### config.mk
export PLATFORM = sky130hd
export DESIGN_NAME = cell_voltage_protection_monitor
export DESIGN_NICKNAME = d
export VERILOG_FILES = /design/src/rtl/cvpm_pkg.sv /design/src/rtl/cell_voltage_protection_monitor.sv /design/src/rtl/cvpm_convert.sv /design/src/rtl/cvpm_frame.sv
export SDC_FILE = /design/constraint.sdc
export NUM_CORES = 1
export LEC_CHECK = 0
export BUFFER_PORTS_ARGS = -buffer_cell sky130_fd_sc_hd__buf_2
export CAP_MARGIN = 20
export CORE_AREA = 3 3 261 160
export DETAILED_ROUTE_END_ITERATION = 8
export DIE_AREA = 0 0 264 163
export PLACE_DENSITY = 0.8
export SLEW_MARGIN = 10
export SYNTH_ARGS = -nofsm -noshare
export SYNTH_HDL_FRONTEND = slang
export SYNTH_SLANG_ARGS = --single-unit
### constraint.sdc
create_clock -name clk -period 11.6 [get_ports clk]
set_input_delay 2.32 -clock clk [delete_from_list [all_inputs] [get_ports clk]]
set_output_delay 2.32 -clock clk [all_outputs]
set_load 0.03 [all_outputs]
### src/rtl/cvpm_pkg.sv
package cvpm_pkg;

  // frame geometry
  localparam int unsigned CELLS = 15;
  localparam int unsigned POS_W = 4;
  localparam logic [POS_W-1:0] LAST_POS = POS_W'(CELLS - 1);

  // field widths
  localparam int unsigned CODE_W  = 14;
  localparam int unsigned GAIN_W  = 9;
  localparam int unsigned OFS_W   = 8;
  localparam int unsigned MV_W    = 16;
  localparam int unsigned SUM_W   = 20;
  localparam int unsigned EVT_W   = 8;
  localparam int unsigned PROD_W  = CODE_W + GAIN_W;
  localparam int unsigned QUOT_W  = 14;
  localparam int unsigned CFG_IDX_W  = 3;
  localparam int unsigned CFG_DATA_W = 16;

  // divide by 1000 as multiply by ceil(2^33 / 1000), exact for products below 2^23
  localparam int unsigned RECIP_W     = 24;
  localparam int unsigned RECIP_SHIFT = 33;
  localparam logic [RECIP_W-1:0] RECIP = 24'd8589935;
  localparam int unsigned SCALED_W    = PROD_W + RECIP_W;

  // saturation limits
  localparam logic [MV_W-1:0]  MV_MAX    = '1;
  localparam logic [SUM_W-1:0] SUM_MAX   = '1;
  localparam logic [EVT_W-1:0] EVENT_MAX = '1;

  // register indexes
  localparam logic [CFG_IDX_W-1:0] REG_ADC_GAIN   = 3'd0;
  localparam logic [CFG_IDX_W-1:0] REG_ADC_OFFSET = 3'd1;
  localparam logic [CFG_IDX_W-1:0] REG_OV_THRESH  = 3'd2;
  localparam logic [CFG_IDX_W-1:0] REG_UV_THRESH  = 3'd3;
  localparam logic [CFG_IDX_W-1:0] REG_OV_LIMIT   = 3'd4;
  localparam logic [CFG_IDX_W-1:0] REG_UV_LIMIT   = 3'd5;

  // register reset values
  localparam logic [GAIN_W-1:0]        GAIN_RST      = 9'd380;
  localparam logic signed [OFS_W-1:0]  OFFSET_RST    = 8'sd0;
  localparam logic [MV_W-1:0]          OV_THRESH_RST = 16'd4300;
  localparam logic [MV_W-1:0]          UV_THRESH_RST = 16'd2500;
  localparam logic [EVT_W-1:0]         OV_LIMIT_RST  = 8'd2;
  localparam logic [EVT_W-1:0]         UV_LIMIT_RST  = 8'd8;

  // limits used by the frame stage
  typedef struct packed {
    logic [MV_W-1:0]  ov_thresh;
    logic [MV_W-1:0]  uv_thresh;
    logic [EVT_W-1:0] ov_limit;
    logic [EVT_W-1:0] uv_limit;
  } frame_cfg_t;

  // one result beat
  typedef struct packed {
    logic [MV_W-1:0]  cell_mv;
    logic             frame_done;
    logic [MV_W-1:0]  max_mv;
    logic [POS_W-1:0] max_index;
    logic [MV_W-1:0]  min_mv;
    logic [POS_W-1:0] min_index;
    logic [SUM_W-1:0] sum_mv;
    logic             ov_trip;
    logic             uv_trip;
  } result_t;

endpackage

### src/rtl/cell_voltage_protection_monitor.sv
// Cell voltage protection monitor.
// Input channel: one beat per cell, a 14-bit ADC code, in cell order through
// a frame of 15 cells. Output channel: one beat per input beat with the cell
// voltage in millivolts; on the last cell of a frame it also carries the
// frame maximum and minimum with their first indices and the frame sum.
// The overvoltage and undervoltage trip flags come with every beat.
// Configuration: write cfg_we with cfg_index and cfg_wdata while the block is
// idle; indexes above five are dropped.
// Pipeline: three register stages (product, reciprocal divide, output);
// out_valid rises once a result is loaded into the output register.
// Throughput: one beat per cycle unless a stalled result freezes the
// pipeline; the code times gain product and the divide by 1000 each
// take a pipeline stage.
// Reset: frame position, running max and sum and the event counters clear,
// the running min sets to all ones, the pipeline empties and the registers load their default values.
// Stall: while out_stall holds a waiting result the whole pipeline freezes
// and in_stall is raised; it drops in the cycle the result is taken.
module cell_voltage_protection_monitor (
  input  logic                                   clk,
  input  logic                                   rst_n,
  input  logic                                   in_valid,
  output logic                                   in_stall,
  input  logic [cvpm_pkg::CODE_W-1:0]            in_raw_code,
  output logic                                   out_valid,
  input  logic                                   out_stall,
  output logic [cvpm_pkg::MV_W-1:0]              out_cell_mv,
  output logic                                   out_frame_done,
  output logic [cvpm_pkg::MV_W-1:0]              out_max_mv,
  output logic [cvpm_pkg::POS_W-1:0]             out_max_index,
  output logic [cvpm_pkg::MV_W-1:0]              out_min_mv,
  output logic [cvpm_pkg::POS_W-1:0]             out_min_index,
  output logic [cvpm_pkg::SUM_W-1:0]             out_sum_mv,
  output logic                                   out_ov_trip,
  output logic                                   out_uv_trip,
  input  logic                                   cfg_we,
  input  logic [cvpm_pkg::CFG_IDX_W-1:0]         cfg_index,
  input  logic [cvpm_pkg::CFG_DATA_W-1:0]        cfg_wdata
);

  logic [cvpm_pkg::GAIN_W-1:0]        gain_r;
  logic signed [cvpm_pkg::OFS_W-1:0]  offset_r;
  cvpm_pkg::frame_cfg_t               fcfg_r;
  logic                               adv;
  logic                               mv_valid;
  logic [cvpm_pkg::MV_W-1:0]          mv;
  cvpm_pkg::result_t                  result;

  // pipeline moves unless a result sits stalled at the output
  assign adv      = !(out_valid && out_stall);
  assign in_stall = !adv;

  // configuration registers
  always_ff @(posedge clk) begin
    if (!rst_n) begin
      gain_r           <= cvpm_pkg::GAIN_RST;
      offset_r         <= cvpm_pkg::OFFSET_RST;
      fcfg_r.ov_thresh <= cvpm_pkg::OV_THRESH_RST;
      fcfg_r.uv_thresh <= cvpm_pkg::UV_THRESH_RST;
      fcfg_r.ov_limit  <= cvpm_pkg::OV_LIMIT_RST;
      fcfg_r.uv_limit  <= cvpm_pkg::UV_LIMIT_RST;
    end else if (cfg_we) begin
      case (cfg_index)
        cvpm_pkg::REG_ADC_GAIN:   gain_r           <= cfg_wdata[cvpm_pkg::GAIN_W-1:0];
        cvpm_pkg::REG_ADC_OFFSET: offset_r         <= $signed(cfg_wdata[cvpm_pkg::OFS_W-1:0]);
        cvpm_pkg::REG_OV_THRESH:  fcfg_r.ov_thresh <= cfg_wdata[cvpm_pkg::MV_W-1:0];
        cvpm_pkg::REG_UV_THRESH:  fcfg_r.uv_thresh <= cfg_wdata[cvpm_pkg::MV_W-1:0];
        cvpm_pkg::REG_OV_LIMIT:   fcfg_r.ov_limit  <= cfg_wdata[cvpm_pkg::EVT_W-1:0];
        cvpm_pkg::REG_UV_LIMIT:   fcfg_r.uv_limit  <= cfg_wdata[cvpm_pkg::EVT_W-1:0];
        default: ;
      endcase
    end
  end

  // code to millivolts
  cvpm_convert u_convert (
    .clk      (clk),
    .rst_n    (rst_n),
    .adv      (adv),
    .in_valid (in_valid),
    .in_code  (in_raw_code),
    .gain     (gain_r),
    .offset   (offset_r),
    .mv_valid (mv_valid),
    .mv       (mv)
  );

  // frame statistics and protection counters
  cvpm_frame u_frame (
    .clk       (clk),
    .rst_n     (rst_n),
    .adv       (adv),
    .mv_valid  (mv_valid),
    .mv        (mv),
    .cfg       (fcfg_r),
    .out_valid (out_valid),
    .result    (result)
  );

  assign out_cell_mv    = result.cell_mv;
  assign out_frame_done = result.frame_done;
  assign out_max_mv     = result.max_mv;
  assign out_max_index  = result.max_index;
  assign out_min_mv     = result.min_mv;
  assign out_min_index  = result.min_index;
  assign out_sum_mv     = result.sum_mv;
  assign out_ov_trip    = result.ov_trip;
  assign out_uv_trip    = result.uv_trip;

endmodule

### src/rtl/cvpm_convert.sv
module cvpm_convert (
  input  logic                                  clk,
  input  logic                                  rst_n,
  input  logic                                  adv,
  input  logic                                  in_valid,
  input  logic [cvpm_pkg::CODE_W-1:0]           in_code,
  input  logic [cvpm_pkg::GAIN_W-1:0]           gain,
  input  logic signed [cvpm_pkg::OFS_W-1:0]     offset,
  output logic                                  mv_valid,
  output logic [cvpm_pkg::MV_W-1:0]             mv
);

  logic                              prod_valid_r;
  logic [cvpm_pkg::PROD_W-1:0]       product_r;
  logic [cvpm_pkg::PROD_W-1:0]       product_nxt;
  logic [cvpm_pkg::SCALED_W-1:0]     scaled;
  logic [cvpm_pkg::QUOT_W-1:0]       quot;
  logic signed [cvpm_pkg::MV_W:0]    shifted;
  logic                              mv_valid_r;
  logic [cvpm_pkg::MV_W-1:0]         mv_r;
  logic [cvpm_pkg::MV_W-1:0]         mv_nxt;

  // code times gain in microvolts
  assign product_nxt = cvpm_pkg::PROD_W'(in_code) * cvpm_pkg::PROD_W'(gain);

  // divide by 1000 through the reciprocal, then add the offset
  assign scaled  = cvpm_pkg::SCALED_W'(product_r) * cvpm_pkg::SCALED_W'(cvpm_pkg::RECIP);
  assign quot    = scaled[cvpm_pkg::RECIP_SHIFT +: cvpm_pkg::QUOT_W];
  assign shifted = $signed({{(cvpm_pkg::MV_W + 1 - cvpm_pkg::QUOT_W){1'b0}}, quot})
                 + (cvpm_pkg::MV_W + 1)'(offset);

  // clamp below at zero; the top bit is the sign
  always_comb begin
    if (shifted[cvpm_pkg::MV_W]) begin
      mv_nxt = '0;
    end else begin
      mv_nxt = shifted[cvpm_pkg::MV_W-1:0];
    end
  end

  // valid flags
  always_ff @(posedge clk) begin
    if (!rst_n) begin
      prod_valid_r <= 1'b0;
      mv_valid_r   <= 1'b0;
    end else if (adv) begin
      prod_valid_r <= in_valid;
      mv_valid_r   <= prod_valid_r;
    end
  end

  // payload
  always_ff @(posedge clk) begin
    if (adv) begin
      product_r <= product_nxt;
      mv_r      <= mv_nxt;
    end
  end

  assign mv_valid = mv_valid_r;
  assign mv       = mv_r;

endmodule

### src/rtl/cvpm_frame.sv
module cvpm_frame (
  input  logic                         clk,
  input  logic                         rst_n,
  input  logic                         adv,
  input  logic                         mv_valid,
  input  logic [cvpm_pkg::MV_W-1:0]    mv,
  input  cvpm_pkg::frame_cfg_t         cfg,
  output logic                         out_valid,
  output cvpm_pkg::result_t            result
);

  logic [cvpm_pkg::POS_W-1:0]  pos_r, pos_nxt;
  logic [cvpm_pkg::MV_W-1:0]   max_r, max_nxt;
  logic [cvpm_pkg::POS_W-1:0]  max_pos_r, max_pos_nxt;
  logic [cvpm_pkg::MV_W-1:0]   min_r, min_nxt;
  logic [cvpm_pkg::POS_W-1:0]  min_pos_r, min_pos_nxt;
  logic [cvpm_pkg::SUM_W-1:0]  sum_r, sum_nxt;
  logic [cvpm_pkg::SUM_W:0]    sum_wide;
  logic [cvpm_pkg::EVT_W-1:0]  ov_evt_r, ov_evt_nxt;
  logic [cvpm_pkg::EVT_W-1:0]  uv_evt_r, uv_evt_nxt;
  logic                        last;
  logic                        valid_r;
  cvpm_pkg::result_t           result_r, result_nxt;

  assign last     = (pos_r >= cvpm_pkg::LAST_POS);
  assign sum_wide = {1'b0, sum_r} + (cvpm_pkg::SUM_W + 1)'(mv);

  // running max, min and sum
  always_comb begin
    max_nxt     = max_r;
    max_pos_nxt = max_pos_r;
    min_nxt     = min_r;
    min_pos_nxt = min_pos_r;
    if (pos_r == '0) begin
      max_nxt     = mv;
      max_pos_nxt = '0;
      min_nxt     = mv;
      min_pos_nxt = '0;
      sum_nxt     = cvpm_pkg::SUM_W'(mv);
    end else begin
      if (mv > max_r) begin
        max_nxt     = mv;
        max_pos_nxt = pos_r;
      end
      if (mv < min_r) begin
        min_nxt     = mv;
        min_pos_nxt = pos_r;
      end
      if (sum_wide[cvpm_pkg::SUM_W]) begin
        sum_nxt = cvpm_pkg::SUM_MAX;
      end else begin
        sum_nxt = sum_wide[cvpm_pkg::SUM_W-1:0];
      end
    end
  end

  // cell position; at the end of a frame it wraps and the event counters update
  always_comb begin
    ov_evt_nxt = ov_evt_r;
    uv_evt_nxt = uv_evt_r;
    pos_nxt    = pos_r + 1'b1;
    if (last) begin
      pos_nxt = '0;
      if (max_nxt > cfg.ov_thresh && ov_evt_r != cvpm_pkg::EVENT_MAX) begin
        ov_evt_nxt = ov_evt_r + 1'b1;
      end
      if (min_nxt < cfg.uv_thresh && uv_evt_r != cvpm_pkg::EVENT_MAX) begin
        uv_evt_nxt = uv_evt_r + 1'b1;
      end
    end
  end

  // result beat; frame fields read zero except on the last cell
  always_comb begin
    result_nxt            = '0;
    result_nxt.cell_mv    = mv;
    result_nxt.ov_trip    = (ov_evt_nxt >= cfg.ov_limit);
    result_nxt.uv_trip    = (uv_evt_nxt >= cfg.uv_limit);
    if (last) begin
      result_nxt.frame_done = 1'b1;
      result_nxt.max_mv     = max_nxt;
      result_nxt.max_index  = max_pos_nxt;
      result_nxt.min_mv     = min_nxt;
      result_nxt.min_index  = min_pos_nxt;
      result_nxt.sum_mv     = sum_nxt;
    end
  end

  // frame state
  always_ff @(posedge clk) begin
    if (!rst_n) begin
      pos_r     <= '0;
      max_r     <= '0;
      max_pos_r <= '0;
      min_r     <= cvpm_pkg::MV_MAX;
      min_pos_r <= '0;
      sum_r     <= '0;
      ov_evt_r  <= '0;
      uv_evt_r  <= '0;
    end else if (adv && mv_valid) begin
      pos_r     <= pos_nxt;
      max_r     <= max_nxt;
      max_pos_r <= max_pos_nxt;
      min_r     <= min_nxt;
      min_pos_r <= min_pos_nxt;
      sum_r     <= sum_nxt;
      ov_evt_r  <= ov_evt_nxt;
      uv_evt_r  <= uv_evt_nxt;
    end
  end

  // output register
  always_ff @(posedge clk) begin
    if (!rst_n) begin
      valid_r <= 1'b0;
    end else if (adv) begin
      valid_r <= mv_valid;
    end
  end

  always_ff @(posedge clk) begin
    if (adv && mv_valid) begin
      result_r <= result_nxt;
    end
  end

  assign out_valid = valid_r;
  assign result    = result_r;

endmodule
==> results.json, run 1 <==
{
  "status": "completed",
  "num_antenna_cells": 0,
  "grt_pass1_vias": 19000,
  "wl_per_cell_um": 19.1,
  "setup_violations": 0,
  "overflow": 0,
  "drtIter0Drc": 1576,
  "dp_hpwl_um": 50500,
  "dr.pass1.iters": 5,
  "cts_buffers": 25,
  "busiest_layer": "met1",
  "io_buffers": 118,
  "ant_nets": 0,
  "startpoint": "u_convert.product_r[5]$_DFFE_PN_",
  "max_freq_mhz": 108,
  "synth_area_um2": 25200,
  "start_kind": "register",
  "rsz0062_at_grt": "false",
  "use_met2_pct": 40.8,
  "crit_path_top_delay_cell": "edfxtp_1",
  "yosysUniqueCellTypes": 70,
  "post-route-drc-count": 0,
  "postCtsSetupRepairBufs": 0,
  "period_share_pct": 79.6,
  "synth_warnings": 0,
  "cts.sinks": 266,
  "max_stage_delay_ns": 0.61,
  "start_util_pct": 64.2,
  "viasPerCell": 5.70,
  "gp_congestion": 0.945,
  "r2r-start": "u_convert.product_r[5]$_DFFE_PN_",
  "path_clk_slew_ns": 0.07,
  "setup-tns-final_ns": 0,
  "syn_inst": 2666,
  "worstPathMaxFanout": 10,
  "min_period_ns": 9.24,
  "worstPathArrival_ns": 9.53,
  "dieHeight_um": 163,
  "end_kind": "register",
  "insertion_delay_ns": 0.57,
  "final_common_cell": "inv_1",
  "synth_edf_count": 118,
  "hold_class": "reg -> reg",
  "grt_max_degree": 79,
  "layout_common_cells": "inv_1, ha_1, nand2_1",
  "r2r_slack_ns": 2.36,
  "syn_area_per_cell_um2": 9.45,
  "clockBufferDepth": 3,
  "fp.dieW_um": 264,
  "grt_use_met3_pct": 11.0,
  "slew_headroom_pct": 36.4,
  "critPathKind": "reg -> reg",
  "ys.flop_type": "dfxtp_1",
  "dr_total_vias": 18700,
  "core-area_um2": 39200,
  "clock_skew_ns": 0.0444,
  "tightestPinTransition_ns": 0.953,
  "finalHoldViolations": 0,
  "drt_wl_total_um": 62700,
  "cts_tree": "done",
  "synth_seq_area_share_pct": 25.8,
  "ctsResizeCount": 0,
  "ys_async_sr_fraction_pct": 0,
  "hp-start": "u_convert.prod_valid_r$_SDFFE_PN0N_",
  "syn-num-nets": 3340,
  "area_growth_pct": 7.58,
  "antenna_found_initial": 0,
  "cts_hold_buf": 0,
  "root_buffer": "clkbuf_16",
  "die_area_um2": 43000,
  "htreeDepth": 1,
  "grt.met1_usage_pct": 44.3,
  "drive_above_1_share_pct": 8.24,
  "grt_use_total_pct": 29.6,
  "cap_violations": 0,
  "core.rowCount": 56,
  "drv_slew": 0,
  "ys_ff_latch": 266,
  "io_pins": 119,
  "grt_pass1_wl_um": 101000,
  "required_ns": 11.89,
  "nets": 3422
}
logic make-up after synthesis:
| logic type | Yosys count | share of synthesized area, % |
|---|---|---|
| AND/OR/NAND/NOR | 698 | 12.8 |
| adder cells (fa/ha/maj) | 636 | 38.8 |
| buffers and inverters | 571 | 8.55 |
| AO/OA/AOI/OAI | 384 | 9.75 |
| flip-flops | 266 | 25.8 |
| XOR/XNOR | 68 | 2.37 |
| multiplexers | 42 | 1.83 |
| other | 1 | 0.0149 |
sequential cells by signal, indices dropped and copies added, names as in the netlist, 9 cells and up:
| name | cells |
|---|---|
| fcfg_r | 48 |
| u_frame.sum_r | 20 |
| gain_r | 9 |
| u_convert.mv | 16 |
| u_frame.result | 79 |
| u_frame.max_r | 16 |
| u_convert.product_r | 23 |
| u_frame.min_r | 16 |
cells in the mapped netlist, types with 10 or more instances:
master	number	area, um^2
o22ai_1	10	62.6
mux2_2	32	360
o21a_1	19	143
ha_1	394	4930
and2_1	87	544
o211ai_1	36	270
dfxtp_1	148	2960
mux2i_1	10	100
clkbuf_1	73	274
inv_1	491	1840
nor2b_1	29	181
xnor2_1	37	324
a21oi_1	131	656
nor3_1	30	150
nand2b_1	22	138
nand2_1	283	1060
nor2_1	134	503
nand3_1	58	290
xor2_1	31	272
fa_1	242	4840
a211oi_1	13	97.6
or2_2	11	68.8
a21o_1	42	315
nand4_1	14	87.6
edfxtp_1	118	3540
o21ai_0	68	340
metal layers:
layer | wire (um) | share of wire (%)
met2 | 24700 | 39
met1 | 29100 | 46
met5 | 131 | 0.21
met4 | 1060 | 1.7
met3 | 7700 | 12
worst max-delay path: cells and delay by family, from the launching register on:
family,cells,cell delay [ns]
AND/OR/NAND/NOR,4,0.46
adder cells (fa/ha/maj),9,3.65
XOR/XNOR,2,0.39
AO/OA/AOI/OAI,14,3.36
flip-flops,1,0.61
buffers and inverters,5,0.47
path summary, 6_finish.rpt:
path / endpoint / depth (start not counted)
setup / recovery: u_convert.mv[2]$_SDFFCE_PP0N_ / 34
hold reg to reg: u_convert.prod_valid_r$_SDFFE_PN0N_ / 2
hold / removal: u_convert.prod_valid_r$_SDFFE_PN0N_ / 2
setup reg to reg: u_convert.mv[2]$_SDFFCE_PP0N_ / 34
through the flow:
stage	util, %	worst slack [ns]	hold slack, ns	instance area (um^2)	instances
floorplan	-	3.15	0.432	25200	2666
global placement	66.8	2.27	0.442	26200	3240
detailed placement	66.9	2.12	0.449	26200	3241
CTS	69.0	2.02	0.457	27100	3287
global route	69.0	1.78	0.481	27100	3289
finish	69.0	2.36	0.458	27100	3289
final cells by class:
| class | count | area, um^2 |
|---|---|---|
| inverter | 493 | 1850 |
| timing repair buffer | 133 | 707 |
| multi-input combinational | 1829 | 16500 |
| sequential | 266 | 6510 |
| tap | 522 | 653 |
| clock inverter | 12 | 133 |
| fill | 3035 | 12100 |
| clock buffer | 34 | 701 |
Power of run 1 is not shown: default switching activity piles up to over one toggle a cycle in this logic, so the estimate is an artifact.
==> run 2: changes to the inputs <==
--- a/config.mk
+++ b/config.mk
@@ -7,10 +7,10 @@
 export LEC_CHECK = 0
 export BUFFER_PORTS_ARGS = -buffer_cell sky130_fd_sc_hd__buf_2
 export CAP_MARGIN = 20
-export CORE_AREA = 3 3 261 160
+export CORE_AREA = 3 3 273 168
 export DETAILED_ROUTE_END_ITERATION = 8
-export DIE_AREA = 0 0 264 163
-export PLACE_DENSITY = 0.8
+export DIE_AREA = 0 0 276 171
+export PLACE_DENSITY = 0.76
 export SLEW_MARGIN = 10
 export SYNTH_ARGS = -nofsm -noshare
 export SYNTH_HDL_FRONTEND = slang
==> constraint.sdc (replaced) <==
create_clock -name clk -period 8.2 [get_ports clk]
set_input_delay 1.64 -clock clk [delete_from_list [all_inputs] [get_ports clk]]
set_output_delay 1.64 -clock clk [all_outputs]
set_load 0.03 [all_outputs]
==> run 2 against run 1 <==
  * The flow now finishes with violations (setup timing)
  * Worst setup slack worse by 2.4 ns
  * Clock skew fell by 0.024 ns
  * Register-to-register slack got worse by 2.4 ns
  * Core utilization down 3.9 points
  * Critical path depth is 1 lower
  * Critical path type unchanged
  * Global-route usage shrank 2.7 points
==> results.json, run 2 (synthesis gave the netlist of run 1 again) <==
{
  "status": "finished, violations left",
  "failed_checks": "setup timing",
  "required_ns": 8.62,
  "fill_cells": 3436,
  "tightestPinTransition_ns": 0.920,
  "worstSetupPathDepth": 33,
  "start_util_pct": 58.2,
  "cap_violations": 0,
  "start_kind": "register",
  "setup_violations": 1,
  "wl_per_cell_um": 18.7,
  "overflow": 0,
  "fin_ws_ns": -0.0243,
  "busiest_layer": "met1",
  "max_freq_mhz": 122,
  "grt_use_total_pct": 26.9,
  "largest_register_ffs": 79,
  "critPathBufInv": 7,
  "end_kind": "register",
  "cts_tree": "done",
  "insertion_delay_ns": 0.57,
  "io_pins": 119,
  "worstPathArrival_ns": 8.64,
  "cts.sinks": 266,
  "num_antenna_cells": 0,
  "hold_class": "reg -> reg",
  "clock_skew_ns": 0.0209,
  "stdcell_count": 3424,
  "antenna_found_initial": 0,
  "dr.pass1.iters": 7,
  "dp_hpwl_um": 51300,
  "layout_common_cells": "inv_1, ha_1, nand2_1",
  "dr_total_vias": 19200,
  "rsz0062_at_grt": "true",
  "root_buffer": "clkbuf_16",
  "die_area_um2": 47200,
  "final_common_cell": "inv_1",
  "seq_area_um2": 6510,
  "grt_pass1_vias": 19000,
  "use_met2_pct": 38.8,
  "drtIter0Drc": 1724,
  "drv_slew": 0,
  "nets": 3499,
  "htreeDepth": 1,
  "rr_worst_depth": 33,
  "crit_path_top_delay_cell": "fa_1",
  "path_clk_slew_ns": 0.07,
  "viasPerCell": 5.61,
  "grt_pass1_wl_um": 102000,
  "multi_input_area_um2": 16900,
  "min_path_cells": 2,
  "clockBufferDepth": 3,
  "finalHoldViolations": 0,
  "cts_buffers": 26,
  "core-area_um2": 43300,
  "max_stage_delay_ns": 0.58,
  "drive_above_1_share_pct": 13.5,
  "period_share_pct": 100,
  "worstPathMaxFanout": 4,
  "grt_use_met3_pct": 6.14,
  "area_growth_pct": 11.9,
  "slew_headroom_pct": 38.6,
  "critPathKind": "reg -> reg",
  "cp_top_family": "adder cells",
  "dieHeight_um": 171,
  "grt.met1_usage_pct": 41.9,
  "crit_top_cell": "fa_1",
  "dp.cells": 3351,
  "gp_congestion": 0.962,
  "post-route-drc-count": 0,
  "ant_nets": 0,
  "drt_wl_total_um": 64100,
  "core.rowCount": 59,
  "fp.dieW_um": 276,
  "io_buffers": 118,
  "min_period_ns": 8.22,
  "grt_max_degree": 73
}
[run 2: changes by cell type in the layout (fill, tap and decap cells not counted), sizes merged]
cell,before,now
buf,133,209
clkinv,8,15
clkbuf,34,31
bufinv,2,1
clkinvlp,2,1
[run 2: per-stage QoR]
stage	worst slack (ns)	area [um^2]	util (%)	TNS, ns	hold WS, ns
finish	-0.0243	28200	65.1	-0.0243	0.454
global route	-0.336	28200	65.1	-2.99	0.473
global placement	-0.0565	26700	61.8	-0.720	0.439
CTS	-0.0525	27800	64.2	-0.437	0.457
detailed placement	-0.353	26700	61.8	-4.00	0.448
floorplan	0.0365	25200	-	0	0.432
[run 2: layer usage]
metal | vias to the layer above | part of all wire (%)
li1 | 9068 | -
met2 | 742 | 41
met1 | 9350 | 48
met4 | 0 | 1.1
met5 | - | 0
met3 | 55 | 10
[run 2: worst reg2reg max path, delay by kind of cell, from the launching register on]
| kind | cells | cell delay (ns) |
|---|---|---|
| AO/OA/AOI/OAI | 12 | 2.08 |
| XOR/XNOR | 1 | 0.14 |
| adder cells (fa/ha/maj) | 10 | 3.97 |
| buffers and inverters | 7 | 0.82 |
| flip-flops | 1 | 0.52 |
| AND/OR/NAND/NOR | 3 | 0.54 |
[run 2: final cells by class]
| type | count | area share [%] |
|---|---|---|
| clock inverters | 17 | 0.506 |
| inverters | 493 | 6.58 |
| well taps | 579 | 2.57 |
| flip-flops and latches | 266 | 23.1 |
| multi-input cells | 1829 | 60.0 |
| clock buffers | 31 | 2.49 |
| repair buffers | 209 | 4.70 |
[run 2: path summary, 6_finish.rpt]
check                                     from                        endpoint  slack, ns
max reg2reg  u_convert.product_r[16]$_DFFE_PN_  u_convert.mv[14]$_SDFFCE_PP0N_      -0.02
min                    fcfg_r[30]$_SDFFE_PN0P_         fcfg_r[30]$_SDFFE_PN0P_       0.45
min reg2reg            fcfg_r[30]$_SDFFE_PN0P_         fcfg_r[30]$_SDFFE_PN0P_       0.45
max          u_convert.product_r[16]$_DFFE_PN_  u_convert.mv[14]$_SDFFCE_PP0N_      -0.02
[run 2: what timing repair did]
item,4_1_cts,5_1_grt
endpoints found under the setup margin,15,15
gates resized for setup,28,64
hold buffers,0,0
buffers inserted,9,13
pin swaps,38,41
Power of run 2 is left out for the same reason.
==> run 3: changes to the inputs <==
--- a/config.mk
+++ b/config.mk
@@ -7,11 +7,12 @@
 export LEC_CHECK = 0
 export BUFFER_PORTS_ARGS = -buffer_cell sky130_fd_sc_hd__buf_2
 export CAP_MARGIN = 20
-export CORE_AREA = 3 3 273 168
+export CORE_AREA = 3 3 281 172
 export DETAILED_ROUTE_END_ITERATION = 8
-export DIE_AREA = 0 0 276 171
+export DIE_AREA = 0 0 284 175
 export PLACE_DENSITY = 0.76
 export SLEW_MARGIN = 10
 export SYNTH_ARGS = -nofsm -noshare
 export SYNTH_HDL_FRONTEND = slang
+export SYNTH_HIERARCHICAL = 1
 export SYNTH_SLANG_ARGS = --single-unit
==> constraint.sdc (replaced) <==
create_clock -name clk -period 7.2 [get_ports clk]
set_input_delay 1.44 -clock clk [delete_from_list [all_inputs] [get_ports clk]]
set_output_delay 1.44 -clock clk [all_outputs]
set_load 0.03 [all_outputs]
==> run 3 against run 2 <==
  * The run still ends with setup timing left
  * Register-to-register slack worse by 0.85 ns
  * First-iteration DRC count is 6.8% higher
  * Sequential share of layout area is 1.8 points lower
  * Highest routed layer unchanged
  * Largest cell class unchanged
  * Cell count is 8.8% higher
==> results.json, run 3 <==
{
  "fp.dieW_um": 284,
  "ant_nets": 0,
  "root_buffer": "clkbuf_16",
  "worstPathMaxFanout": 6,
  "failed_checks": "setup timing",
  "required_ns": 7.49,
  "rsz0062_at_grt": "true",
  "cap_violations": 0,
  "holdPathEnd": "fcfg_r[15]$_SDFFE_PN0P_",
  "syn-num-nets": 3481,
  "clock_skew_ns": 0.0450,
  "dieHeight_um": 175,
  "synth_edf_count": 118,
  "post-route-drc-count": 0,
  "ys.flop_type": "dfxtp_1",
  "min_path_cells": 2,
  "r2r_slack_ns": -0.88,
  "io_pins": 119,
  "wl_per_cell_um": 19.9,
  "core-area_um2": 46000,
  "io_buffers": 118,
  "drt_wl_total_um": 74200,
  "syn_area_per_cell_um2": 9.45,
  "syn_inst": 2807,
  "grt_pass1_vias": 21000,
  "overflow": 0,
  "drtIter0Drc": 1842,
  "setup_violations": 15,
  "grt_max_degree": 95,
  "tightestPinTransition_ns": 1.02,
  "period_share_pct": 112,
  "hp-start": "fcfg_r[15]$_SDFFE_PN0P_",
  "start_util_pct": 57.6,
  "clockBufferDepth": 3,
  "synth_seq_area_share_pct": 24.5,
  "synth_warnings": 6,
  "synth_area_um2": 26500,
  "r2r-start": "u_convert/product_r[21]$_DFFE_PP_",
  "r2r-end": "u_convert/mv[10]$_SDFFCE_PP0P_",
  "die_area_um2": 49700,
  "critPathKind": "reg -> reg",
  "ys_async_sr_fraction_pct": 0,
  "rr_worst_depth": 31,
  "post-route-util_pct": 66.4,
  "grt_pass1_wl_um": 115000,
  "drive_above_1_share_pct": 16.5,
  "status": "finished, violations left",
  "cts_hold_buf": 0,
  "largest_register_ffs": 79,
  "area_growth_pct": 15.2,
  "antenna_found_initial": 2,
  "viasPerCell": 5.65,
  "final_common_cell": "inv_1",
  "start_kind": "register",
  "end_kind": "register",
  "finalHoldViolations": 0,
  "yosys.area.top_type": "ha_1",
  "critPathBufInv": 7,
  "yosysMostFrequentCell": "inv_1",
  "min_period_ns": 8.08,
  "cts.sinks": 266,
  "insertion_delay_ns": 0.58,
  "multi_input_area_um2": 18300,
  "synth_area_leaders": "ha_1, fa_1, edfxtp_1, dfxtp_1, inv_1",
  "gp_congestion": 0.988,
  "holdWs_ns": 0.463,
  "path_clk_slew_ns": 0.06,
  "nets": 3745,
  "ys_ff_latch": 266,
  "layout_common_cells": "inv_1, ha_1, nand2_1",
  "htreeDepth": 1,
  "crit_top_cell": "fa_2",
  "max_freq_mhz": 124,
  "slew_headroom_pct": 31.7,
  "crit_path_top_delay_cell": "fa_2",
  "seq_area_um2": 6510,
  "cts_tree": "done",
  "grt_use_total_pct": 29.3,
  "core.rowCount": 61,
  "hold_class": "reg -> reg",
  "cts_buffers": 26,
  "dr.pass1.iters": 6,
  "dr_total_vias": 21100,
  "worstPathArrival_ns": 8.37,
  "max_stage_delay_ns": 0.60,
  "dp_hpwl_um": 59800,
  "synth_top_cells_by_count": "inv_1, ha_1, nand2_1, fa_1, nor2_1",
  "fin_ws_ns": -0.876,
  "synth_top_area_share_pct": 18.6,
  "cp_top_family": "adder cells",
  "fill_cells": 3637,
  "drv_slew": 0,
  "yosysUniqueCellTypes": 94
}
==> run 3: logic make-up (layout without fill, tap and decap cells) <==
logic type / Yosys count / in the layout / share of synthesized area (%)
simple gates: 740 / 740 / 13.6
fa+ha+maj: 636 / 636 / 36.9
buf+inv: 583 / 867 / 8.45
compound gates: 406 / 406 / 10.2
flops: 266 / 266 / 24.5
mux: 104 / 104 / 4.02
xor+xnor: 71 / 71 / 2.37
other cells: 1 / 5 / 0.0141
==> run 3: layer usage <==
| metal | up-vias | global-route usage [%] | share of wire, % |
|---|---|---|---|
| li1 | 9809 | - | - |
| met1 | 10300 | 45.7 | 48 |
| met2 | 867 | 42.2 | 41 |
| met3 | 61 | 7.13 | 10 |
| met4 | 0 | 3.53 | 0.91 |
| met5 | - | 0 | 0 |
==> run 3: area by class of cell <==
type	instances	area share [%]
repair buffers	327	7.20
inverters	492	6.05
clock inverters	14	0.598
flip-flops and latches	266	21.3
clock buffers	34	2.47
multi-input cells	1958	59.8
well taps	630	2.58
diodes	4	0.0328
==> run 3: timing repair <==
action,CTS,global route
cloned,0,1
setup endpoints to repair,15,15
resized for setup,20,55
pin swaps,4,33
buffers inserted,3,12
==> run 3: how the worst max path moves through the flow <==
stage / startpoint / end / slack [ns] / cells after the start
final: u_convert/product_r[21]$_DFFE_PP_ / u_convert/mv[10]$_SDFFCE_PP0P_ / -0.88 / 31
after global routing: u_convert/product_r[21]$_DFFE_PP_ / u_convert/mv[10]$_SDFFCE_PP0P_ / -1.10 / 31
after CTS: u_convert/product_r[21]$_DFFE_PP_ / u_convert/mv[5]$_SDFFCE_PP0P_ / -0.65 / 28
after detailed placement: u_convert/product_r[21]$_DFFE_PP_ / u_convert/mv[5]$_SDFFCE_PP0P_ / -0.70 / 29
after global placement: u_convert/product_r[21]$_DFFE_PP_ / u_convert/mv[6]$_SDFFCE_PP0P_ / -0.55 / 30
after floorplan: u_convert/product_r[21]$_DFFE_PP_ / u_convert/mv[3]$_SDFFCE_PP0P_ / -0.37 / 30
==> run 3: worst register-to-register path, delay by kind of cell (launching register included) <==
| kind | cells | cell delay [ns] |
|---|---|---|
| adders and majority gates | 9 | 4.13 |
| and+or+nand+nor | 5 | 0.86 |
| DFF | 1 | 0.48 |
| xor gates and xnor gates | 1 | 0.16 |
| buffers and inverters | 7 | 0.70 |
| muxes | 1 | 0.19 |
| AOI/OAI and AO/OA | 8 | 1.26 |
==> run 3: per-stage QoR <==
step | cell area, um^2 | setup TNS [ns] | cells | setup slack (ns)
2_1_floorplan | 26600 | -4.71 | 2807 | -0.367
3_3_place_gp | 29100 | -8.01 | 3657 | -0.550
3_5_place_dp | 29100 | -10.19 | 3657 | -0.704
4_1_cts | 30200 | -9.37 | 3708 | -0.645
5_1_grt | 30500 | -16.21 | 3722 | -1.10
6_report | 30500 | -12.77 | 3725 | -0.876
Power of run 3 is left out for the same reason.
